### config.mk
export PLATFORM = sky130hd
export DESIGN_NAME = oicg_ram
export DESIGN_NICKNAME = d
export VERILOG_FILES = /design/src/oicg_ram.sv
export SDC_FILE = /design/constraint.sdc
export NUM_CORES = 2
export LEC_CHECK = 0
export BUFFER_PORTS_ARGS = -buffer_cell sky130_fd_sc_hd__buf_2
export CAP_MARGIN = 40
export CORE_MARGIN = 2
export CORE_UTILIZATION = 54
export CTS_BUF_LIST = sky130_fd_sc_hd__clkbuf_8
export CTS_CLUSTER_SIZE = 16
export DETAILED_ROUTE_END_ITERATION = 10
export PLACE_DENSITY_LB_ADDON = 0.15
export SYNTH_ARGS = -nofsm -noshare
export SYNTH_HDL_FRONTEND = slang
export SYNTH_SLANG_ARGS = --single-unit
### constraint.sdc
create_clock -name clk -period 4.57 [get_ports clk]
set_input_delay 0.457 -clock clk [delete_from_list [all_inputs] [get_ports clk]]
set_output_delay 0.457 -clock clk [all_outputs]
set_load 0.1 [all_outputs]
### src/oicg_ram.sv
// Generic simple dual-port RAM with one write port and one registered read port.
module oicg_ram #(
	parameter int WIDTH = 8,
	parameter int DEPTH = 256,
	localparam int AW = $clog2(DEPTH)
) (
	input  logic             clk,
	input  logic             we,
	input  logic [AW-1:0]    waddr,
	input  logic [WIDTH-1:0] wdata,
	input  logic             re,
	input  logic [AW-1:0]    raddr,
	output logic [WIDTH-1:0] rdata
);

	logic [WIDTH-1:0] mem [DEPTH];
	logic [WIDTH-1:0] rdata_q;

	always_ff @(posedge clk) begin
		if (we) begin
			mem[waddr] <= wdata;
		end
		if (re) begin
			rdata_q <= mem[raddr];
		end
	end

	assign rdata = rdata_q;

endmodule

==> out/metrics.csv <==
stage;metric;value;unit
placed_design;numPortBuffers;34;
global_routing;grt_usage;26.59;%
timing;rsz0062_at_grt;no;
timing;finalSetupViolations;0;
critical_path;crit_chain;mux4_2 -> mux4_2 -> nor2b_1 -> nor4_1 -> buf_4 -> nor4_1;
finish;final_common_cell;edfxtp_1;
synthesis;synth_cell_types;54;
drt;vias;39990;
global_routing;grt_overflow;0;
hold_path;holdPathStages;3;
synthesis;synthArstFlopShare;0;%
critical_path;end_kind;flip-flop;
die;die_area;0.1506;mm2
critical_path;critPathLaunch;mem[80][4]$_DFFE_PP_;
finish;final_layout_size_suffix_gt1_share;25.80;%
global_routing;grt_pass1_wl;285900;um
clocking;clockBufferDepth;4;
clocking;ctsHtreeMaxLevel;5;
power_and_ir_drop;powerDensity;418.1;mW/mm2
critical_path;r2r_cells;6;
critical_path;worst-path-stages;6;
synthesis;synth_seq_cells;2056;
synthesis;seq_area_frac_synth;77.53;%
die;fp.coreArea;0.1461;mm2
synthesis;ys_warn_count;0;
synthesis;yosys.area.top_type;edfxtp_1;
synthesis;synth_top_area_share;77.53;%
critical_path;path_max_fanout;1;
run;drv_cap;0;
placed_design;post-place-ws;0.5092;ns
drt;dr.pass1.iters;6;
clocking;cts_tree;yes;
drt;routed_wl;198500;um
synthesis;ys.flop_type;edfxtp_1;
power_and_ir_drop;leakage;28.15;nW
clocking;path_clk_slew;0.06;ns
synthesis;syn_inst;3733;
critical_path;cpPeakStageDelay;0.74;ns
critical_path;cp_slowest_cell;nor4_1;
timing;final_max_slew_viol_count;0;
die;initial_utilization;54.51;%
clocking;clk_root_buffer_cell;clkbuf_8;
die;die_x;388.0;um
synthesis;synth_edf_count;2056;
placed_design;gp_congestion;0.8517;
finish;areaGrowthSynthToFinish;11.71;%
timing;skew;0.09172;ns
timing;hold_violations;0;
critical_path;reg2reg_from;mem[80][4]$_DFFE_PP_;
timing;fin_crit_sh;63.99;%
drt;drt.antenna.violating_nets;0;
timing;tightest_slew;1.036;ns
finish;layout_common_cells;edfxtp_1 (2,056), mux4_2 (454), clkbuf_8 (344);
global_routing;grt_pass1_vias;39940;
critical_path;arrival;3.66;ns
synthesis;syn-num-nets;3760;
clocking;post_cts_resized;0;
clocking;cts_sinks;2056;
finish;final_nets;4132;
die;pin_count;35;
drt;wl_per_cell;31.72;um
critical_path;crit_type;reg2reg;
timing;period_minus_slack;2.925;ns
drt;drc;0;
synthesis;synth.area.top_cells;edfxtp_1 (78%), mux4_2 (13%), mux2i_1 (1.7%);
drt;viasPerCell;6.391;
timing;fin_ws;1.645;ns
timing;hold_slack;0.1352;ns
placed_design;dp_hpwl;119700;um
critical_path;startpoint_type;flip-flop;
global_routing;antenna_found_initial;16;
timing;fmax;341.9;MHz
status;outcome;completed;
hold_path;worst_hold_path_type;in2reg;
timing;slew_headroom;30.92;%
synthesis;synth_area;0.07964;mm2
critical_path;cp_top_family;multiplexers;
power_and_ir_drop;peakVddDrop;269.2;uV
critical_path;critPathBufInv;1;
critical_path;cp.required;5.31;ns
die;die_height;388.0;um
global_routing;grt_max_degree;153;
synthesis;syn_avg_cell_area;21.33;um2
die;fp-row-count;140;
clocking;cts_made_buffers;336;
hold_path;min_from;waddr[1];
drt;drt_iter0_markers;4758;
finish;utilization;60.89;%
clocking;clock_latency;1.03;ns
[synthesized netlist by cell type, types with 10 or more instances]
cell type	count
nor4_1	24
buf_1	22
a211oi_1	16
edfxtp_1	2056
o221ai_1	46
o21ai_0	10
a221oi_1	13
buf_8	13
buf_4	27
a22oi_1	133
clkbuf_1	111
nor2_1	282
nand2_1	33
nand3_1	34
o211ai_1	10
o22ai_1	28
nand4_1	10
a21oi_1	96
mux2i_1	134
buf_2	31
buf_6	21
mux4_2	454
nor2b_1	31
nor3_1	22
[cell families (layout without fill, tap and decap cells)]
kind of cell / after synthesis / count (layout) / synth area share (%)
other: 0 / 7 / 0
AO/OA/AOI/OAI: 385 / 385 / 3.416
buffers and inverters: 235 / 835 / 1.829
AND/OR/NAND/NOR: 466 / 466 / 2.625
multiplexers: 591 / 591 / 14.60
flip-flops: 2056 / 2056 / 77.53
[report_power, final]
part,internal [mW],switching (mW)
Sequential,20.8,0.0232
Combinational,0.682,1.32
Clock,7.38,6.98
Total,28.9,8.33
[per-stage QoR]
step	setup TNS, ns	power [mW]	cell area (um2)	instances
3_3_place_gp	-0.3238	23.18	82730	5649
5_1_grt	0	38.34	88950	6252
2_1_floorplan	0	22.29	79640	3733
6_report	0	37.20	88960	6257
4_1_cts	0	37.43	88890	6243
3_5_place_dp	0	23.22	82970	5668
[final timing paths]
path	endpoint	slack (ns)
max reg2reg	rdata[4]$_DFFE_PP_	1.65
max	rdata[4]$_DFFE_PP_	1.65
min reg2reg	rdata[6]$_DFFE_PP_	1.07
min	mem[163][0]$_DFFE_PP_	0.14
[registers in the layout (all words and copies together) (netlist names)]
name and flops:
mem 2048, rdata 8
[worst min-delay path, delay by kind of cell]
kind                   cells  cell delay (ns)
buffers and inverters      1             0.16
AND/OR/NAND/NOR            2             0.33
[final cells by class]
type,instances,area (um2)
fillers,10400,57130
repair buffers,267,2455
well taps,1917,2399
diodes,7,17.52
multi-input cells,1442,16510
clock inverters,222,1096
flip-flops and latches,2056,61740
clock buffers,344,4735
inverters,2,7.507
[layer usage]
| metal | vias to the layer above | GRT usage (%) | wire length, um |
|---|---|---|---|
| li1 | 16480 | - | - |
| met1 | 21240 | 38.25 | 80050 |
| met2 | 1916 | 41.97 | 96900 |
| met3 | 353 | 4.898 | 16270 |
| met4 | 4 | 8.313 | 5213 |
| met5 | - | 0 | 26 |
[what timing repair did]
item,CTS,global route
hold buffers,9,0
hold endpoints to repair,385,0
setup endpoints to repair,0,0
setup buffers,0,0
No activity file was read; power rests on OpenSTA's default activity.
