[config.mk]
export PLATFORM = sky130hd
export DESIGN_NAME = oicg_seq
export DESIGN_NICKNAME = d
export VERILOG_FILES = /design/src/oicg_pkg.sv /design/src/oicg_seq.sv
export SDC_FILE = /design/constraint.sdc
export NUM_CORES = 1
export LEC_CHECK = 0
export BUFFER_PORTS_ARGS = -buffer_cell sky130_fd_sc_hd__buf_2
export CORE_AREA = 2 2 110 112
export DETAILED_ROUTE_END_ITERATION = 10
export DIE_AREA = 0 0 112 114
export PLACE_DENSITY = 0.74
export SKIP_CTS_REPAIR_TIMING = 1
export SLEW_MARGIN = 20
export SYNTH_ARGS = -nofsm -noshare
export SYNTH_HDL_FRONTEND = slang
export SYNTH_SLANG_ARGS = --single-unit
[constraint.sdc]
create_clock -name clk -period 3.7 [get_ports clk]
set_input_delay 0 -clock clk [delete_from_list [all_inputs] [get_ports clk]]
set_output_delay 0 -clock clk [all_outputs]
set_load 0.005 [all_outputs]
[src/oicg_pkg.sv]
// Shared types, codes and constants of the obstacle inflation cost grid.
package oicg_pkg;

	localparam int MAX_WIDTH_DEF  = 256;
	localparam int MAX_HEIGHT_DEF = 256;

	localparam int DIST_W   = 6;
	localparam int COST_W   = 7;
	localparam int CELL_W   = 8;
	localparam int CFG_W    = 9;
	localparam int RADIUS_W = 5;
	localparam int MODE_W   = 2;
	localparam int REG_W    = 2;

	localparam logic [DIST_W-1:0] FAR_DIST   = 6'd63;
	localparam int                RING_COUNT = 3;

	localparam logic [COST_W-1:0] COST_CORE  = 7'd100;
	localparam logic [COST_W-1:0] COST_RING1 = 7'd90;
	localparam logic [COST_W-1:0] COST_RING2 = 7'd70;
	localparam logic [COST_W-1:0] COST_RING3 = 7'd50;
	localparam logic [COST_W-1:0] COST_FREE  = 7'd0;

	localparam logic [MODE_W-1:0] MODE_INSERT = 2'd0;
	localparam logic [MODE_W-1:0] MODE_QUERY  = 2'd1;
	localparam logic [MODE_W-1:0] MODE_CLEAR  = 2'd2;

	localparam logic [REG_W-1:0] REG_INFLATE = 2'd0;
	localparam logic [REG_W-1:0] REG_WIDTH   = 2'd1;
	localparam logic [REG_W-1:0] REG_HEIGHT  = 2'd2;

	// Hand-off of one looked-up query from the sequencer to the output stage.
	typedef struct packed {
		logic              load;
		logic              in_map;
		logic [DIST_W-1:0] near_d;
	} qry_t;

endpackage

[src/oicg_seq.sv]
// Sequencer: clearing sweep, window walk with read-modify-write, and query lookup.
module oicg_seq import oicg_pkg::*; #(
	parameter int MAX_WIDTH = MAX_WIDTH_DEF,
	parameter int MAX_HEIGHT = MAX_HEIGHT_DEF,
	localparam int ADDR_W = $clog2(MAX_WIDTH * MAX_HEIGHT)
) (
	input  logic                clk,
	input  logic                arst_n,
	input  logic                in_valid,
	output logic                in_stall,
	input  logic [MODE_W-1:0]   mode,
	input  logic [CELL_W-1:0]   cell_x,
	input  logic [CELL_W-1:0]   cell_y,
	input  logic [RADIUS_W-1:0] inflate_cells,
	input  logic [CFG_W-1:0]    map_width,
	input  logic [CFG_W-1:0]    map_height,
	input  logic                out_free,
	output qry_t                qry,
	output logic                ram_we,
	output logic [ADDR_W-1:0]   ram_waddr,
	output logic [DIST_W-1:0]   ram_wdata,
	output logic                ram_re,
	output logic [ADDR_W-1:0]   ram_raddr,
	input  logic [DIST_W-1:0]   ram_rdata
);

	localparam int DEPTH = MAX_WIDTH * MAX_HEIGHT;
	localparam int DIM_W = $clog2((MAX_WIDTH > MAX_HEIGHT ? MAX_WIDTH : MAX_HEIGHT) + 1);
	localparam int CMP_W = (DIM_W > 9 ? DIM_W : 9) + 1;
	localparam logic [CMP_W-1:0] MAX_W_C = CMP_W'(MAX_WIDTH);
	localparam logic [CMP_W-1:0] MAX_H_C = CMP_W'(MAX_HEIGHT);
	localparam logic [ADDR_W-1:0] LAST_ADDR = ADDR_W'(DEPTH - 1);

	localparam logic [2:0] S_CLR   = 3'd0;
	localparam logic [2:0] S_IDLE  = 3'd1;
	localparam logic [2:0] S_WALK  = 3'd2;
	localparam logic [2:0] S_DRAIN = 3'd3;
	localparam logic [2:0] S_QRY   = 3'd4;

	logic [2:0]        state_q;
	logic [ADDR_W-1:0] sweep_q;
	logic [CELL_W-1:0] cx_q;
	logic [CELL_W-1:0] cy_q;
	logic [6:0]        dx_q;
	logic [6:0]        dy_q;
	logic              qin_map_q;

	logic              wb_valid_s1;
	logic [ADDR_W-1:0] wb_addr_s1;
	logic [DIST_W-1:0] wb_dist_s1;

	logic [6:0]        rad;
	logic [6:0]        neg_rad;
	logic [9:0]        cur_x;
	logic [9:0]        cur_y;
	logic [CMP_W-1:0]  w_eff;
	logic [CMP_W-1:0]  h_eff;
	logic              in_map;
	logic [ADDR_W-1:0] cur_addr;
	logic [6:0]        ax;
	logic [6:0]        ay;
	logic [DIST_W-1:0] cur_dist;
	logic              accept;
	logic              walk_end;
	logic              lower;

	assign rad     = 7'(inflate_cells) + 7'(RING_COUNT);
	assign neg_rad = 7'd0 - rad;

	assign w_eff = (CMP_W'(map_width) < MAX_W_C) ? CMP_W'(map_width) : MAX_W_C;
	assign h_eff = (CMP_W'(map_height) < MAX_H_C) ? CMP_W'(map_height) : MAX_H_C;

	// In the idle state the coordinates come from the input; during the walk
	// they are the center plus the signed window offsets.
	always_comb begin
		if (state_q == S_WALK) begin
			cur_x = {2'b00, cx_q} + {{3{dx_q[6]}}, dx_q};
			cur_y = {2'b00, cy_q} + {{3{dy_q[6]}}, dy_q};
		end else begin
			cur_x = {2'b00, cell_x};
			cur_y = {2'b00, cell_y};
		end
	end

	assign in_map = !cur_x[9] && (CMP_W'(cur_x[8:0]) < w_eff) &&
		!cur_y[9] && (CMP_W'(cur_y[8:0]) < h_eff);
	assign cur_addr = ADDR_W'(cur_y[8:0]) * ADDR_W'(MAX_WIDTH) + ADDR_W'(cur_x[8:0]);

	assign ax       = dx_q[6] ? (7'd0 - dx_q) : dx_q;
	assign ay       = dy_q[6] ? (7'd0 - dy_q) : dy_q;
	assign cur_dist = (ax > ay) ? DIST_W'(ax) : DIST_W'(ay);

	assign in_stall = (state_q != S_IDLE);
	assign accept   = in_valid && !in_stall;
	assign walk_end = (dx_q == rad) && (dy_q == rad);

	always_comb begin
		ram_re    = 1'b0;
		ram_raddr = cur_addr;
		if (state_q == S_WALK) begin
			ram_re = in_map;
		end else if (accept && (mode == MODE_QUERY)) begin
			ram_re = in_map;
		end
	end

	assign lower     = wb_valid_s1 && (wb_dist_s1 < ram_rdata);
	assign ram_we    = (state_q == S_CLR) || lower;
	assign ram_waddr = (state_q == S_CLR) ? sweep_q : wb_addr_s1;
	assign ram_wdata = (state_q == S_CLR) ? FAR_DIST : wb_dist_s1;

	assign qry.load   = (state_q == S_QRY) && out_free;
	assign qry.in_map = qin_map_q;
	assign qry.near_d = ram_rdata;

	always_ff @(posedge clk or negedge arst_n) begin
		if (!arst_n) begin
			state_q     <= S_CLR;
			sweep_q     <= '0;
			dx_q        <= '0;
			dy_q        <= '0;
			wb_valid_s1 <= 1'b0;
		end else begin
			wb_valid_s1 <= (state_q == S_WALK) && in_map;
			case (state_q)
				S_CLR: begin
					sweep_q <= sweep_q + ADDR_W'(1);
					if (sweep_q == LAST_ADDR) begin
						state_q <= S_IDLE;
					end
				end
				S_IDLE: begin
					if (accept) begin
						case (mode)
							MODE_INSERT: begin
								if (in_map) begin
									state_q <= S_WALK;
									dx_q    <= neg_rad;
									dy_q    <= neg_rad;
								end
							end
							MODE_QUERY: begin
								state_q <= S_QRY;
							end
							MODE_CLEAR: begin
								state_q <= S_CLR;
								sweep_q <= '0;
							end
							default: begin
								state_q <= S_IDLE;
							end
						endcase
					end
				end
				S_WALK: begin
					if (walk_end) begin
						state_q <= S_DRAIN;
					end else if (dx_q == rad) begin
						dx_q <= neg_rad;
						dy_q <= dy_q + 7'd1;
					end else begin
						dx_q <= dx_q + 7'd1;
					end
				end
				S_DRAIN: begin
					state_q <= S_IDLE;
				end
				S_QRY: begin
					if (out_free) begin
						state_q <= S_IDLE;
					end
				end
				default: begin
					state_q <= S_IDLE;
				end
			endcase
		end
	end

	always_ff @(posedge clk) begin
		wb_addr_s1 <= cur_addr;
		wb_dist_s1 <= cur_dist;
		if (accept) begin
			cx_q      <= cell_x;
			cy_q      <= cell_y;
			qin_map_q <= in_map;
		end
	end

endmodule

==> impl_metrics.yaml <==
route:
  drc: 0
  wl_um: 15700
  ant_nets: 0
  wl_per_cell_um: 16.4
  first_pass_iters: 5
  viasPerCell: 5.70
  drt-initial-drc-count: 362
  via_count: 5451
logic_synthesis:
  ys_ff_latch: 73
  synth_edf_count: 17
  synthFlopType: "dfrtp_1"
  async_reset_ff_frac: 0.466
  avgSynthCellArea_um2: 8.78
  synth_area_um2: 5680
  synth.distinct_cells: 75
  synthCells: 647
  ys.warnings.count: 0
  yosysSeqAreaShare: 0.317
  syn_nets: 755
global_route:
  antenna_found_initial: 0
  grt_pass1_vias: 5284
  grt_overflow: 0
  grt_pass1_wl_um: 25000
  met2_usage: 0.410
  grtUsageMet3: 0.0282
  grt_max_degree: 35
  grt-busiest-layer: "met2"
  met1_usage: 0.323
  track_usage: 0.244
sta:
  period_needed_ns: 4.19
  rsz0062_at_grt: "yes"
  setup_slack_ns: -0.494
  final_hold_viol_count: 0
  finalSetupViolations: 17
  slew_violations: 0
  whs_ns: 0.00903
  fin_crit_sh: 1.13
  fin_setup_tns_ns: -5.56
  tightest_slew_ns: 1.01
  max_freq_mhz: 238
  relSlewSlack: 0.326
  fin_skew_ns: 0.00633
status:
  status: "finished with violations"
  failed_checks: "negative setup slack"
cells_and_area:
  fillers: 979
  final_common_cell: "buf_2"
  layout-drive-gt1-share: 0.311
  final_cell_mix: "buf_2, nand2_1, buf_4, ha_1, nor2_1"
  multi_input_area_um2: 3730
  area_growth_pct: 29.3
  final_nets: 912
  antennaDiodeCount: 0
  fin_area_um2: 7350
  final_core_util: 0.627
  regArea_um2: 1800
power:
  fin_total_pwr_mw: 5.13
  p_leak_nw: 3.38
  irDropWorstVdd_uv: 324
  p_per_area_nw_per_um2: 698
setup_path:
  crit_top_cell: "ha_4"
  crit_required_ns: 3.70
  crit_path_max_fanout: 3
  max_stage_delay_ns: 0.43
  slowest_stage: "dfrtp_2"
  worst_ep_arrival_time_ns: 4.19
  cp-end-kind: "primary output"
  critical_path_class: "reg2out"
  startpoint_type: "flip-flop"
  worstPathCellList: "ha_4 -> fa_2 -> a21o_1 -> a21oi_2 -> nor2b_1 -> o21a_1 -> nor2_2 -> xnor2_1 -> mux2_4 -> ha_4 -> nand4_1 -> nor2_1 -> o311a_1 -> or3_4 -> buf_6 -> or4_1 -> o31ai_1 -> buf_2"
clock_tree:
  cts_root_buffer: "clkbuf_16"
  cts_num_sinks: 73
  clk_latency_ns: 0.34
  htreeDepth: 3
  cts_tree: "done"
  cts_buffers: 9
  cts_buffer_depth: 2
  path_clk_slew_ns: 0.06
placement:
  place.port_buffers: 99
  placed_cell_area_um2: 6680
  dp_hpwl_um: 12100
  gp_congestion: 0.968
floorplan:
  core_um2: 11700
  ios: 100
  fp.dieH_um: 114
  initial_core_util: 0.485
  dieArea_um2: 12800
  die_x_um: 112
  core.rowCount: 40
job:
  drv_cap: 0
hold_path:
  min_path_type: "in2reg"
-- final cells by class --
| class | count | share of cell area |
|---|---|---|
| well taps | 147 | 0.0250 |
| repair buffers | 185 | 0.168 |
| flip-flops and latches | 73 | 0.245 |
| clock inverters | 7 | 0.00800 |
| multi-input cells | 505 | 0.508 |
| clock buffers | 9 | 0.0306 |
| inverters | 30 | 0.0153 |
-- worst max-delay path: cells and delay by family (launching register included) --
kind / cells / cell delay (ns)
compound gates: 5 / 0.90
simple gates: 6 / 1.13
mux: 1 / 0.28
buf+inv: 2 / 0.29
fa+ha+maj: 3 / 0.74
xor+xnor: 1 / 0.07
flops: 1 / 0.43
-- layer usage --
| metal | routed length (um) | vias to the layer above |
|---|---|---|
| met3 | 858 | 39 |
| met5 | 0 | - |
| met4 | 447 | 0 |
| li1 | - | 2632 |
| met1 | 6850 | 2579 |
| met2 | 7550 | 201 |
-- metrics by stage --
stage	setup WS (ns)	instances
after floorplan	-0.170	647
after global placement	-0.208	914
after detailed placement	-0.379	914
after CTS	-0.607	930
after global routing	-0.703	956
final	-0.494	956
-- cells by family (layout without fill, tap and decap cells) --
kind of cell,count (synthesis),after routing,synth area share
buffers and inverters,69,231,0.0577
and+or+nand+nor,226,226,0.201
adders and majority gates,57,57,0.128
muxes,22,22,0.0427
DFF,73,73,0.317
AOI/OAI and AO/OA,148,148,0.174
xor gates and xnor gates,52,52,0.0802
-- path summary, 6_finish.rpt --
path / end / depth (start not counted) / slack (ns) / from
min: state_q[2] / 4 / 0.009 / out_free
max: ram_re / 18 / -0.49 / dx_q[0]
min in group asynchronous: sweep_q[11] / 2 / 0.32 / arst_n
min reg2reg: sweep_q[0] / 1 / 0.55 / sweep_q[0]
max in group asynchronous: dx_q[0] / 2 / 2.79 / arst_n
max reg2reg: dx_q[2] / 19 / -0.45 / dx_q[0]
-- cells in the mapped netlist (3+ instances only) --
cell type,number,share of area
buf_4,8,0.011
o22ai_1,6,0.0066
or2_2,8,0.0088
a21oi_1,35,0.031
nand2b_1,10,0.011
nor3b_1,4,0.0053
mux2i_1,4,0.0070
o311a_1,3,0.0053
nor2_1,45,0.030
dfxtp_1,22,0.078
o31ai_1,10,0.013
mux2_2,18,0.036
o21ai_0,33,0.029
buf_6,3,0.0059
o21ai_1,3,0.0026
dfrtp_1,34,0.15
ha_1,55,0.12
nand2_1,69,0.046
inv_1,28,0.018
buf_2,4,0.0035
xnor2_1,25,0.039
a21o_1,7,0.0092
and3_1,10,0.011
a22o_1,4,0.0062
o21a_1,6,0.0079
or4_1,3,0.0040
clkbuf_1,23,0.015
a31oi_1,5,0.0055
o41ai_1,3,0.0046
nand3b_1,4,0.0053
nor4_1,4,0.0044
nor2b_1,8,0.0088
or3_1,7,0.0077
and4_1,3,0.0046
nand4_1,11,0.012
xor2_1,27,0.042
a22oi_1,4,0.0053
nand3_1,16,0.014
edfxtp_1,17,0.090
nor3_1,14,0.012
-- state kept, by name, summed over array words and instances (netlist names) --
signal,cells
cx_q,8
cy_q,8
dx_q,7
dy_q,7
qin_map_q,1
state_q,3
sweep_q,16
wb_addr_s1,16
wb_dist_s1,6
wb_valid_s1,1
-- power breakdown --
part	switching [mW]	leakage [nW]	internal, mW
registers	0.136	0.773	1.04
logic	1.62	2.46	1.48
clock network	0.383	0.144	0.468
total	2.14	3.38	2.99
No activity file was read; power rests on OpenSTA's default activity.
