### src/oicg_pkg.sv
// Shared types, codes and constants of the obstacle inflation cost grid.
package oicg_pkg;

	localparam int MAX_WIDTH_DEF  = 256;
	localparam int MAX_HEIGHT_DEF = 256;

	localparam int DIST_W   = 6;
	localparam int COST_W   = 7;
	localparam int CELL_W   = 8;
	localparam int CFG_W    = 9;
	localparam int RADIUS_W = 5;
	localparam int MODE_W   = 2;
	localparam int REG_W    = 2;

	localparam logic [DIST_W-1:0] FAR_DIST   = 6'd63;
	localparam int                RING_COUNT = 3;

	localparam logic [COST_W-1:0] COST_CORE  = 7'd100;
	localparam logic [COST_W-1:0] COST_RING1 = 7'd90;
	localparam logic [COST_W-1:0] COST_RING2 = 7'd70;
	localparam logic [COST_W-1:0] COST_RING3 = 7'd50;
	localparam logic [COST_W-1:0] COST_FREE  = 7'd0;

	localparam logic [MODE_W-1:0] MODE_INSERT = 2'd0;
	localparam logic [MODE_W-1:0] MODE_QUERY  = 2'd1;
	localparam logic [MODE_W-1:0] MODE_CLEAR  = 2'd2;

	localparam logic [REG_W-1:0] REG_INFLATE = 2'd0;
	localparam logic [REG_W-1:0] REG_WIDTH   = 2'd1;
	localparam logic [REG_W-1:0] REG_HEIGHT  = 2'd2;

	// Hand-off of one looked-up query from the sequencer to the output stage.
	typedef struct packed {
		logic              load;
		logic              in_map;
		logic [DIST_W-1:0] near_d;
	} qry_t;

endpackage

### src/oicg_out.sv
// Output stage: maps a stored distance to a cost and holds the result register.
module oicg_out import oicg_pkg::*; (
	input  logic                clk,
	input  logic                arst_n,
	input  logic [RADIUS_W-1:0] inflate_cells,
	input  qry_t                qry,
	output logic                out_free,
	output logic                out_valid,
	input  logic                out_stall,
	output logic [COST_W-1:0]   cost_value
);

	logic              out_valid_q;
	logic [COST_W-1:0] cost_q;
	logic [COST_W-1:0] cost;
	logic [6:0]        d7;
	logic [6:0]        r7;

	assign d7 = 7'(qry.near_d);
	assign r7 = 7'(inflate_cells);

	always_comb begin
		if (!qry.in_map) begin
			cost = COST_FREE;
		end else if (d7 <= r7) begin
			cost = COST_CORE;
		end else if (d7 == r7 + 7'd1) begin
			cost = COST_RING1;
		end else if (d7 == r7 + 7'd2) begin
			cost = COST_RING2;
		end else if (d7 == r7 + 7'd3) begin
			cost = COST_RING3;
		end else begin
			cost = COST_FREE;
		end
	end

	assign out_free = !out_valid_q || !out_stall;

	always_ff @(posedge clk or negedge arst_n) begin
		if (!arst_n) begin
			out_valid_q <= 1'b0;
		end else if (qry.load) begin
			out_valid_q <= 1'b1;
		end else if (!out_stall) begin
			out_valid_q <= 1'b0;
		end
	end

	always_ff @(posedge clk) begin
		if (qry.load) begin
			cost_q <= cost;
		end
	end

	assign out_valid  = out_valid_q;
	assign cost_value = cost_q;

endmodule

### config.mk
export PLATFORM = sky130hd
export DESIGN_NAME = oicg_out
export DESIGN_NICKNAME = d
export VERILOG_FILES = /design/src/oicg_pkg.sv /design/src/oicg_out.sv
export SDC_FILE = /design/constraint.sdc
export NUM_CORES = 1
export LEC_CHECK = 0
export BUFFER_PORTS_ARGS = -buffer_cell sky130_fd_sc_hd__buf_4
export CAP_MARGIN = 20
export CORE_UTILIZATION = 50
export CTS_BUF_LIST = sky130_fd_sc_hd__clkbuf_16
export DETAILED_ROUTE_END_ITERATION = 7
export GPL_TIMING_DRIVEN = 1
export PLACE_DENSITY = 0.8
export SYNTH_ARGS = -nofsm -noshare
export SYNTH_HDL_FRONTEND = slang
export SYNTH_SLANG_ARGS = --single-unit
### constraint.sdc
create_clock -name clk -period 0.8 [get_ports clk]
set_input_delay 0.08 -clock clk [delete_from_list [all_inputs] [get_ports clk]]
set_output_delay 0.08 -clock clk [all_outputs]
set_load 0.01 [all_outputs]
==> key figures, run 1 <==
Run status
  • Run status: aborted with a tool error
  • Last stage: global routing
  • Stop Error: [ERROR DPL-0038] Utilization greater than 100%, impossible to legalize

Synthesis
  • Seq/Total Area, Yosys: 25.7%
  • Synth warnings: 0
  • Mapped Area: 798 um^2
  • Syn avg cell area: 9.18 um^2
  • Synthesized instance count: 87
  • Synth Register Bits: 7
  • Syn nets: 112
  • Synth unique cells: 37

Placement
  • Port Buf Inserts: 23
  • Dpl hpwl: 1660 um
  • GPL Wtd Cong: 0.829
  • Pre-CTS setup slack: -0.985 ns

Floorplanning
  • DIE WIDTH: 42.0 um
  • Site Rows: 14
  • I/O pin count: 25
  • Die H: 42.0 um
  • Initial core utilization: 53.0%

Clocking
  • CTS Buf Count: 3
  • Clk buf depth: 2
  • H-tree depth: 1
  • Root Driver: clkbuf_16
  • CTS sink cnt: 7

Global routing
  • Largest net degree at the start of global routing: 8

Timing
  • Worst EP Category: sequential cell input
  • Post-GRT worst EP: cost_value[6]$_SDFFCE_PN0P_/D
==> timing repair <==
item | in CTS
endpoints found under the setup margin | 14
endpoints found under the hold margin | 1
setup buffers | 8
hold buffers | 1
cloned | 0
pin swaps | 10
resized for setup | 23
==> kinds of logic after synthesis <==
family                   Yosys count  share of synthesized area (%)
buffers and inverters             14                           10.7
other                              1                          0.470
AND/OR/NAND/NOR                   26                           17.4
flip-flops                         7                           25.7
adder cells (fa/ha/maj)            9                           14.1
AO/OA/AOI/OAI                     18                           16.6
XOR/XNOR                          12                           15.0
==> synth_stat cells <==
cell type / count / area (um^2)
a21boi_0: 1 / 7.51
ha_1: 9 / 113
nor2_1: 6 / 22.5
a21boi_2: 1 / 11.3
inv_1: 9 / 33.8
o21a_4: 1 / 15.0
clkbuf_8: 1 / 13.8
xor2_2: 2 / 32.5
clkdlybuf4s15_2: 1 / 11.3
nor3_1: 2 / 10.0
a21o_1: 1 / 7.51
o22ai_1: 1 / 6.26
a21oi_1: 3 / 15.0
dfrtp_1: 1 / 25.0
or2_2: 1 / 6.26
nor2b_1: 2 / 12.5
nand2_1: 4 / 15.0
a221oi_1: 1 / 8.76
nor3b_1: 1 / 7.51
nand2b_1: 1 / 6.26
buf_4: 2 / 15.0
o21ai_0: 2 / 10.0
and3_1: 1 / 6.26
a31oi_1: 3 / 18.8
and3_2: 2 / 15.0
or4_4: 1 / 11.3
xor2_1: 3 / 26.3
o32ai_1: 1 / 8.76
or3_1: 1 / 6.26
o2111ai_1: 1 / 8.76
xnor2_1: 7 / 61.3
conb_1: 1 / 3.75
o211ai_1: 1 / 7.51
edfxtp_1: 6 / 180
buf_6: 1 / 11.3
a211oi_1: 1 / 7.51
nand3_1: 4 / 20.0
==> through the flow <==
step | std cells | setup TNS, ns | instance area, um^2
floorplan | 87 | -3.75 | 891
detailed placement | 142 | -5.48 | 1180
global placement | 142 | -5.15 | 1180
CTS | 155 | -3.97 | 1440
==> run 2: changes to the inputs <==
--- a/config.mk
+++ b/config.mk
@@ -7,11 +7,11 @@
 export LEC_CHECK = 0
 export BUFFER_PORTS_ARGS = -buffer_cell sky130_fd_sc_hd__buf_4
 export CAP_MARGIN = 20
-export CORE_UTILIZATION = 50
-export CTS_BUF_LIST = sky130_fd_sc_hd__clkbuf_16
+export CORE_AREA = 2 2 63 65
 export DETAILED_ROUTE_END_ITERATION = 7
+export DIE_AREA = 0 0 65 67
 export GPL_TIMING_DRIVEN = 1
-export PLACE_DENSITY = 0.8
+export PLACE_DENSITY_LB_ADDON = 0.15
 export SYNTH_ARGS = -nofsm -noshare
 export SYNTH_HDL_FRONTEND = slang
 export SYNTH_SLANG_ARGS = --single-unit
==> key figures, run 2 <==
Run status
  • Run status: complete, but fails checks
  • Failing checks: setup timing

Timing
  • Final Skew: 0 ns
  • Final setup vio count: 13
  • RSZ-0062 raised after global routing: yes
  • Final cycle utilization of the critical path: 187%
  • Slew Viols, Final: 0
  • Final WS setup: -0.694 ns
  • Max frequency: 0.669 GHz
  • Tmin final: 1.49 ns
  • Fin. Hold Viols: 0

Power and ir drop
  • Lkg Pwr: 0.576 nW
  • PD cells: 1160 nW/um^2
  • Worst ir drop on vdd: 0.407 mV

Detailed routing
  • Vias: 738
  • Final wirelength: 2020 um
  • Detail-routed via count per cell: 4.15
  • DR iter-0 viols: 37
  • DR WL/cell: 11.3 um
  • ANT nets after route: 0
  • Drt pass-1 iters: 4
  • # DRC: 0

Synthesis
  • Synth Flop Type: edfxtp_1
  • Simple-gate share of the synthesized area: 17.4%
  • Synth Area in XOR/XNOR: 15.0%
  • Synth Area in Adders: 14.1%
  • Mapped Area: 798 um^2
  • Post-synth top cells: ha_1, inv_1, xnor2_1
  • Top-area cell type share of the netlist area: 22.6%
  • Synth top area cells: edfxtp_1, ha_1, xnor2_1
  • Synth Register Bits: 7
  • Largest area contributor in the netlist: edfxtp_1
  • Synthesized instance count: 87
  • Syn avg cell area: 9.18 um^2
  • Seq/Total Area, Yosys: 25.7%
  • Largest family of logic cells by synthesized area: simple AND/OR/NAND/NOR gates
  • Synth warnings: 0
  • Mux contribution to synthesized area: 0%
  • EDFF count, synth: 6
  • Synth unique cells: 37
  • Post-synth ARST share: 14.3%
  • Syn nets: 112
  • Synth Area in Compound Gates: 16.6%

Worst setup path
  • Critical Path Fanout Max: 3
  • Critical Path AT: 1.58 ns
  • Worst Setup End Kind: flip-flop
  • Crit path launch type: primary input
  • Critical Path RT: 0.88 ns
  • Crit Path Category: in -> reg

Finish
  • Design Area, Final: 1390 um^2
  • Finished Layout Cells: 178
  • Largest register FFs: 6
  • Filler Cells Inserted: 362
  • Leading cell type in the layout, fill and taps excluded: buf_4
  • Proportion of layout cells with a drive suffix above 1: 58.5%
  • Diodes inserted: 0
  • Layout Nets: 156
  • Most frequent cells in the layout: buf_4, buf_6, xnor2_1, nor2_1, edfxtp_1
  • Area Growth Syn to Fin: 74.6%

Clocking
  • CTS sink cnt: 7
  • Clock tree from TritonCTS: built
  • Clk buf depth: 2
  • H-tree depth: 1
  • Root Driver: clkbuf_8
  • Clk_lat worst skew: 0.22 ns
  • CTS clk-pin slew, worst paths: 0.04 ns
  • CTS Buf Count: 3

Floorplanning
  • I/O pin count: 25
  • DIE WIDTH: 65 um
  • Site Rows: 22
  • Core area: 3610 um^2
  • Die H: 67 um
  • Die area: 4360 um^2
  • Initial core utilization: 22.1%

Placement
  • Area after DPL: 1190 um^2
  • GPL Wtd Cong: 0.748
  • Dpl hpwl: 1650 um
  • Total placed cells including tap cells: 170
  • Port Buf Inserts: 23

Run
  • Maxcap violations: 0

Min path
  • Hold WC Path Type: in -> reg

Global routing
  • Vias in the first global route: 718
  • Total grt overflow: 0
  • Largest net degree at the start of global routing: 8
  • Global-route wire length before repair: 3280 um
  • Antenna violations before repair: 0
  • Total track usage: 9.90%
==> run 2: cell counts after synthesis <==
No cell type changed its count.
==> run 2: power breakdown <==
| group | switching [W] | internal, W | leakage (nW) |
|---|---|---|---|
| Combinational | 0.000301 | 0.000388 | 0.486 |
| Clock | 0.000136 | 0.000343 | 0.0228 |
| Sequential | 0.0000132 | 0.000430 | 0.0680 |
| Total | 0.000451 | 0.00116 | 0.576 |
==> run 2: through the flow <==
stage	total power, W	hold WS (ns)	worst slack [ns]	setup TNS (ns)	utilization, %
5_1_grt	0.00173	0.123	-0.735	-4.49	38.7
2_1_floorplan	0.000784	-0.216	-0.719	-3.75	-
3_5_place_dp	0.00103	-0.144	-0.960	-5.41	33.1
6_report	0.00161	0.123	-0.694	-3.95	38.7
3_3_place_gp	0.00103	-0.145	-0.956	-5.43	33.1
4_1_cts	0.00161	0.123	-0.683	-4.00	37.9
==> run 2: repair_timing <==
item / 4_1_cts / 5_1_grt
cloned: 0 / 0
pin swaps: 11 / 2
resized for setup: 20 / 7
endpoints found under the setup margin: 14 / 14
buffers inserted: 3 / 0
hold endpoints to repair: 1 / 0
hold buffers: 1 / 0
==> run 2: layout make-up <==
type                            count  area [um^2]  share of cell area, %
Multi-Input combinational cell     66          646                   46.3
Timing Repair Buffer               44          387                   27.7
Sequential cell                     7          205                   14.7
Tap cell                           48         60.1                   4.31
Inverter                            9         51.3                   3.68
Clock buffer                        4         45.0                   3.23
==> run 2: cell families (layout without fill, tap and decap cells) <==
logic type | Yosys count | count (layout)
compound gates | 18 | 18
xor+xnor | 12 | 12
fa+ha+maj | 9 | 9
buf+inv | 14 | 57
flops | 7 | 7
other cells | 1 | 1
simple gates | 26 | 26
==> run 2: worst max-delay path, stage by stage <==
cell and delay, ns:
buf_12 0.11, inv_12 0.04, ha_4 0.18, xnor2_1 0.12
or3_4 0.36, or4_4 0.43, o21a_4 0.14, nor2b_1 0.10
==> run 2: worst paths after layout <==
check | startpoint | slack, ns | depth (start not counted) | endpoint
worst min-delay path | qry[7] | 0.12 | 1 | cost_value[3]
worst max-delay path | inflate_cells[1] | -0.69 | 8 | cost_value[2]
worst max register to register | out_valid | 0.08 | 3 | out_valid
worst min register to register | out_valid | 0.64 | 3 | out_valid
min in group asynchronous | arst_n | 0.18 | 2 | out_valid
max in group asynchronous | arst_n | 0.54 | 2 | out_valid
==> run 2: layer usage <==
| layer | vias to the layer above | GRT usage (%) | wire [um] |
|---|---|---|---|
| li1 | 387 | - | - |
| met1 | 332 | 12.7 | 943 |
| met2 | 19 | 16.8 | 980 |
| met3 | 0 | 2.20 | 92 |
| met4 | 0 | 2.39 | 0 |
| met5 | - | 0 | 0 |
Note: power is estimated with default switching activity, not from simulation.
==> run 3: changes to the inputs <==
==> constraint.sdc (replaced) <==
create_clock -name clk -period 0.8 [get_ports clk]
set_input_delay 0.04 -clock clk [delete_from_list [all_inputs] [get_ports clk]]
set_output_delay 0.04 -clock clk [all_outputs]
set_load 0.01 [all_outputs]
==> key figures, run 3 (synthesized netlist as in run 2, its figures left out) <==
Power and ir drop
  • Sequential Power Share: 27.5%
  • Worst ir drop on vdd: 0.407 mV
  • Sw Share: 28.0%
  • Combinational power share: 42.6%
  • Clk pwr share: 29.9%
  • PD cells: 1160 nW/um^2
  • Lkg Pwr: 0.573 nW
  • NetSw: 0.000449 W
  • Int Pwr: 0.00115 W

Detailed routing
  • Vias: 738
  • ANT nets after route: 0
  • DR iter-0 viols: 37
  • Drt pass-1 iters: 4
  • Top layer in use: met3
  • Length of routed met2 wiring: 980 um
  • WL met3: 93 um
  • Detail-routed via count per cell: 4.15
  • # DRC: 0
  • DR WL/cell: 11.3 um
  • Final wirelength: 2020 um
  • DRT met1 WL: 946 um

Worst setup path
  • Critical Path AT: 1.54 ns
  • Reg2reg start: out_valid
  • Reg2reg end: out_valid
  • CP Launch Point: inflate_cells[1]
  • Worst Setup End Kind: flip-flop
  • Crit Path Category: in -> reg
  • Crit path launch type: primary input
  • Worst Setup EP: cost_value[2]
  • Critical Path RT: 0.88 ns
  • R2R cell count: 3
  • FF-to-FF setup slack: 0.08 ns
  • Critical Path Fanout Max: 3

Timing
  • Slew Viols, Final: 0
  • Final cycle utilization of the critical path: 182%
  • Final WS setup: -0.654 ns
  • Tmin final: 1.45 ns
  • Fin. Hold Viols: 0
  • Final Skew: 0 ns
  • Max frequency: 0.688 GHz
  • RSZ-0062 raised after global routing: yes
  • Final setup vio count: 7

Global routing
  • Total grt overflow: 0
  • Vias in the first global route: 718
  • Total track usage: 9.90%
  • Antenna violations before repair: 0
  • Largest net degree at the start of global routing: 8
  • Global-route wire length before repair: 3280 um

Finish
  • Most frequent cells in the layout: buf_4, buf_6, xnor2_1, nor2_1, edfxtp_1
  • Filler Cells Inserted: 365
  • Largest register FFs: 6
  • Finished Layout Cells: 178
  • Leading cell type in the layout, fill and taps excluded: buf_4
  • Final core utilization: 38.3%
  • Layout Nets: 156
  • Area Growth Syn to Fin: 73.2%
  • Diodes inserted: 0
  • Proportion of layout cells with a drive suffix above 1: 58.5%

Clocking
  • Clk_lat worst skew: 0.22 ns
  • Clock tree from TritonCTS: built
  • CTS sink cnt: 7
  • Clk buf depth: 2
  • CTS Buf Count: 3
  • H-tree depth: 1
  • Root Driver: clkbuf_8
  • CTS clk-pin slew, worst paths: 0.04 ns

Min path
  • Hold WC Path Type: in -> reg

Run status
  • Run status: complete, but fails checks
  • Failing checks: setup timing

Floorplanning
  • Die H: 67 um
  • Die area: 4360 um^2
  • Core area: 3610 um^2
  • DIE WIDTH: 65 um
  • Site Rows: 22
  • I/O pin count: 25
  • Initial core utilization: 22.1%

Placement
  • GPL Wtd Cong: 0.748
  • Pre-CTS setup slack: -0.920 ns
  • Port Buf Inserts: 23
  • Total placed cells including tap cells: 170
  • Dpl hpwl: 1650 um

Run
  • Maxcap violations: 0
[run 3: cell count changes in the layout (fill, tap and decap cells not counted)]
| cell | before | now |
|---|---|---|
| buf_6 | 11 | 8 |
| buf_4 | 31 | 34 |
[run 3: repair_timing]
action                     CTS  global route
hold buffers                 1             0
hold endpoints to repair     1             0
buffers inserted             3             0
resized for setup           18             6
pin swaps                   11             2
setup endpoints to repair    7            11
[run 3: worst min-delay path by stage]
stage                 from             to  slack (ns)  cells past startpoint
floorplan           arst_n      out_valid       -0.26                      0
global placement    arst_n      out_valid       -0.18                      1
finish              qry[7]  cost_value[3]        0.08                      1
detailed placement  arst_n      out_valid       -0.18                      1
global route        qry[7]  cost_value[5]        0.08                      1
CTS                 qry[7]  cost_value[5]        0.08                      1
[run 3: stage by stage]
step	TNS [ns]	total power [W]	area (um^2)	hold WS (ns)
6_report	-3.62	0.00160	1380	0.0827
5_1_grt	-3.95	0.00172	1380	0.0833
4_1_cts	-3.59	0.00161	1360	0.0831
3_5_place_dp	-5.17	0.00103	1190	-0.184
3_3_place_gp	-5.19	0.00103	1190	-0.185
2_1_floorplan	-3.51	0.000784	891	-0.256
[run 3: cell type report]
cell class              count  area (um^2)  share of cell area [%]
multi-input cells          66          646                    46.7
repair buffers             44          375                    27.1
flip-flops and latches      7          205                    14.8
well taps                  48         60.1                    4.34
inverters                   9         51.3                    3.71
clock buffers               4         45.0                    3.26
[run 3: power groups by stage]
stage               clock [W]  combinational [W]  sequential [W]
global placement            0           0.000588        0.000442
floorplan                   0           0.000326        0.000458
detailed placement          0           0.000589        0.000443
finish               0.000480           0.000683        0.000441
CTS                  0.000498           0.000670        0.000438
global route         0.000530           0.000743        0.000443
[run 3: per-layer routing]
metal / up-vias / track usage, %
li1: 387 / -
met3: 0 / 2.20
met4: 0 / 2.39
met5: - / 0
met2: 19 / 16.8
met1: 332 / 12.7
[run 3: critical path, cell delays in order]
cell and delay (ns):
buf_12 0.11, inv_12 0.04, ha_4 0.18, xnor2_1 0.12
or3_4 0.36, or4_4 0.43, o21a_4 0.14, nor2b_1 0.10
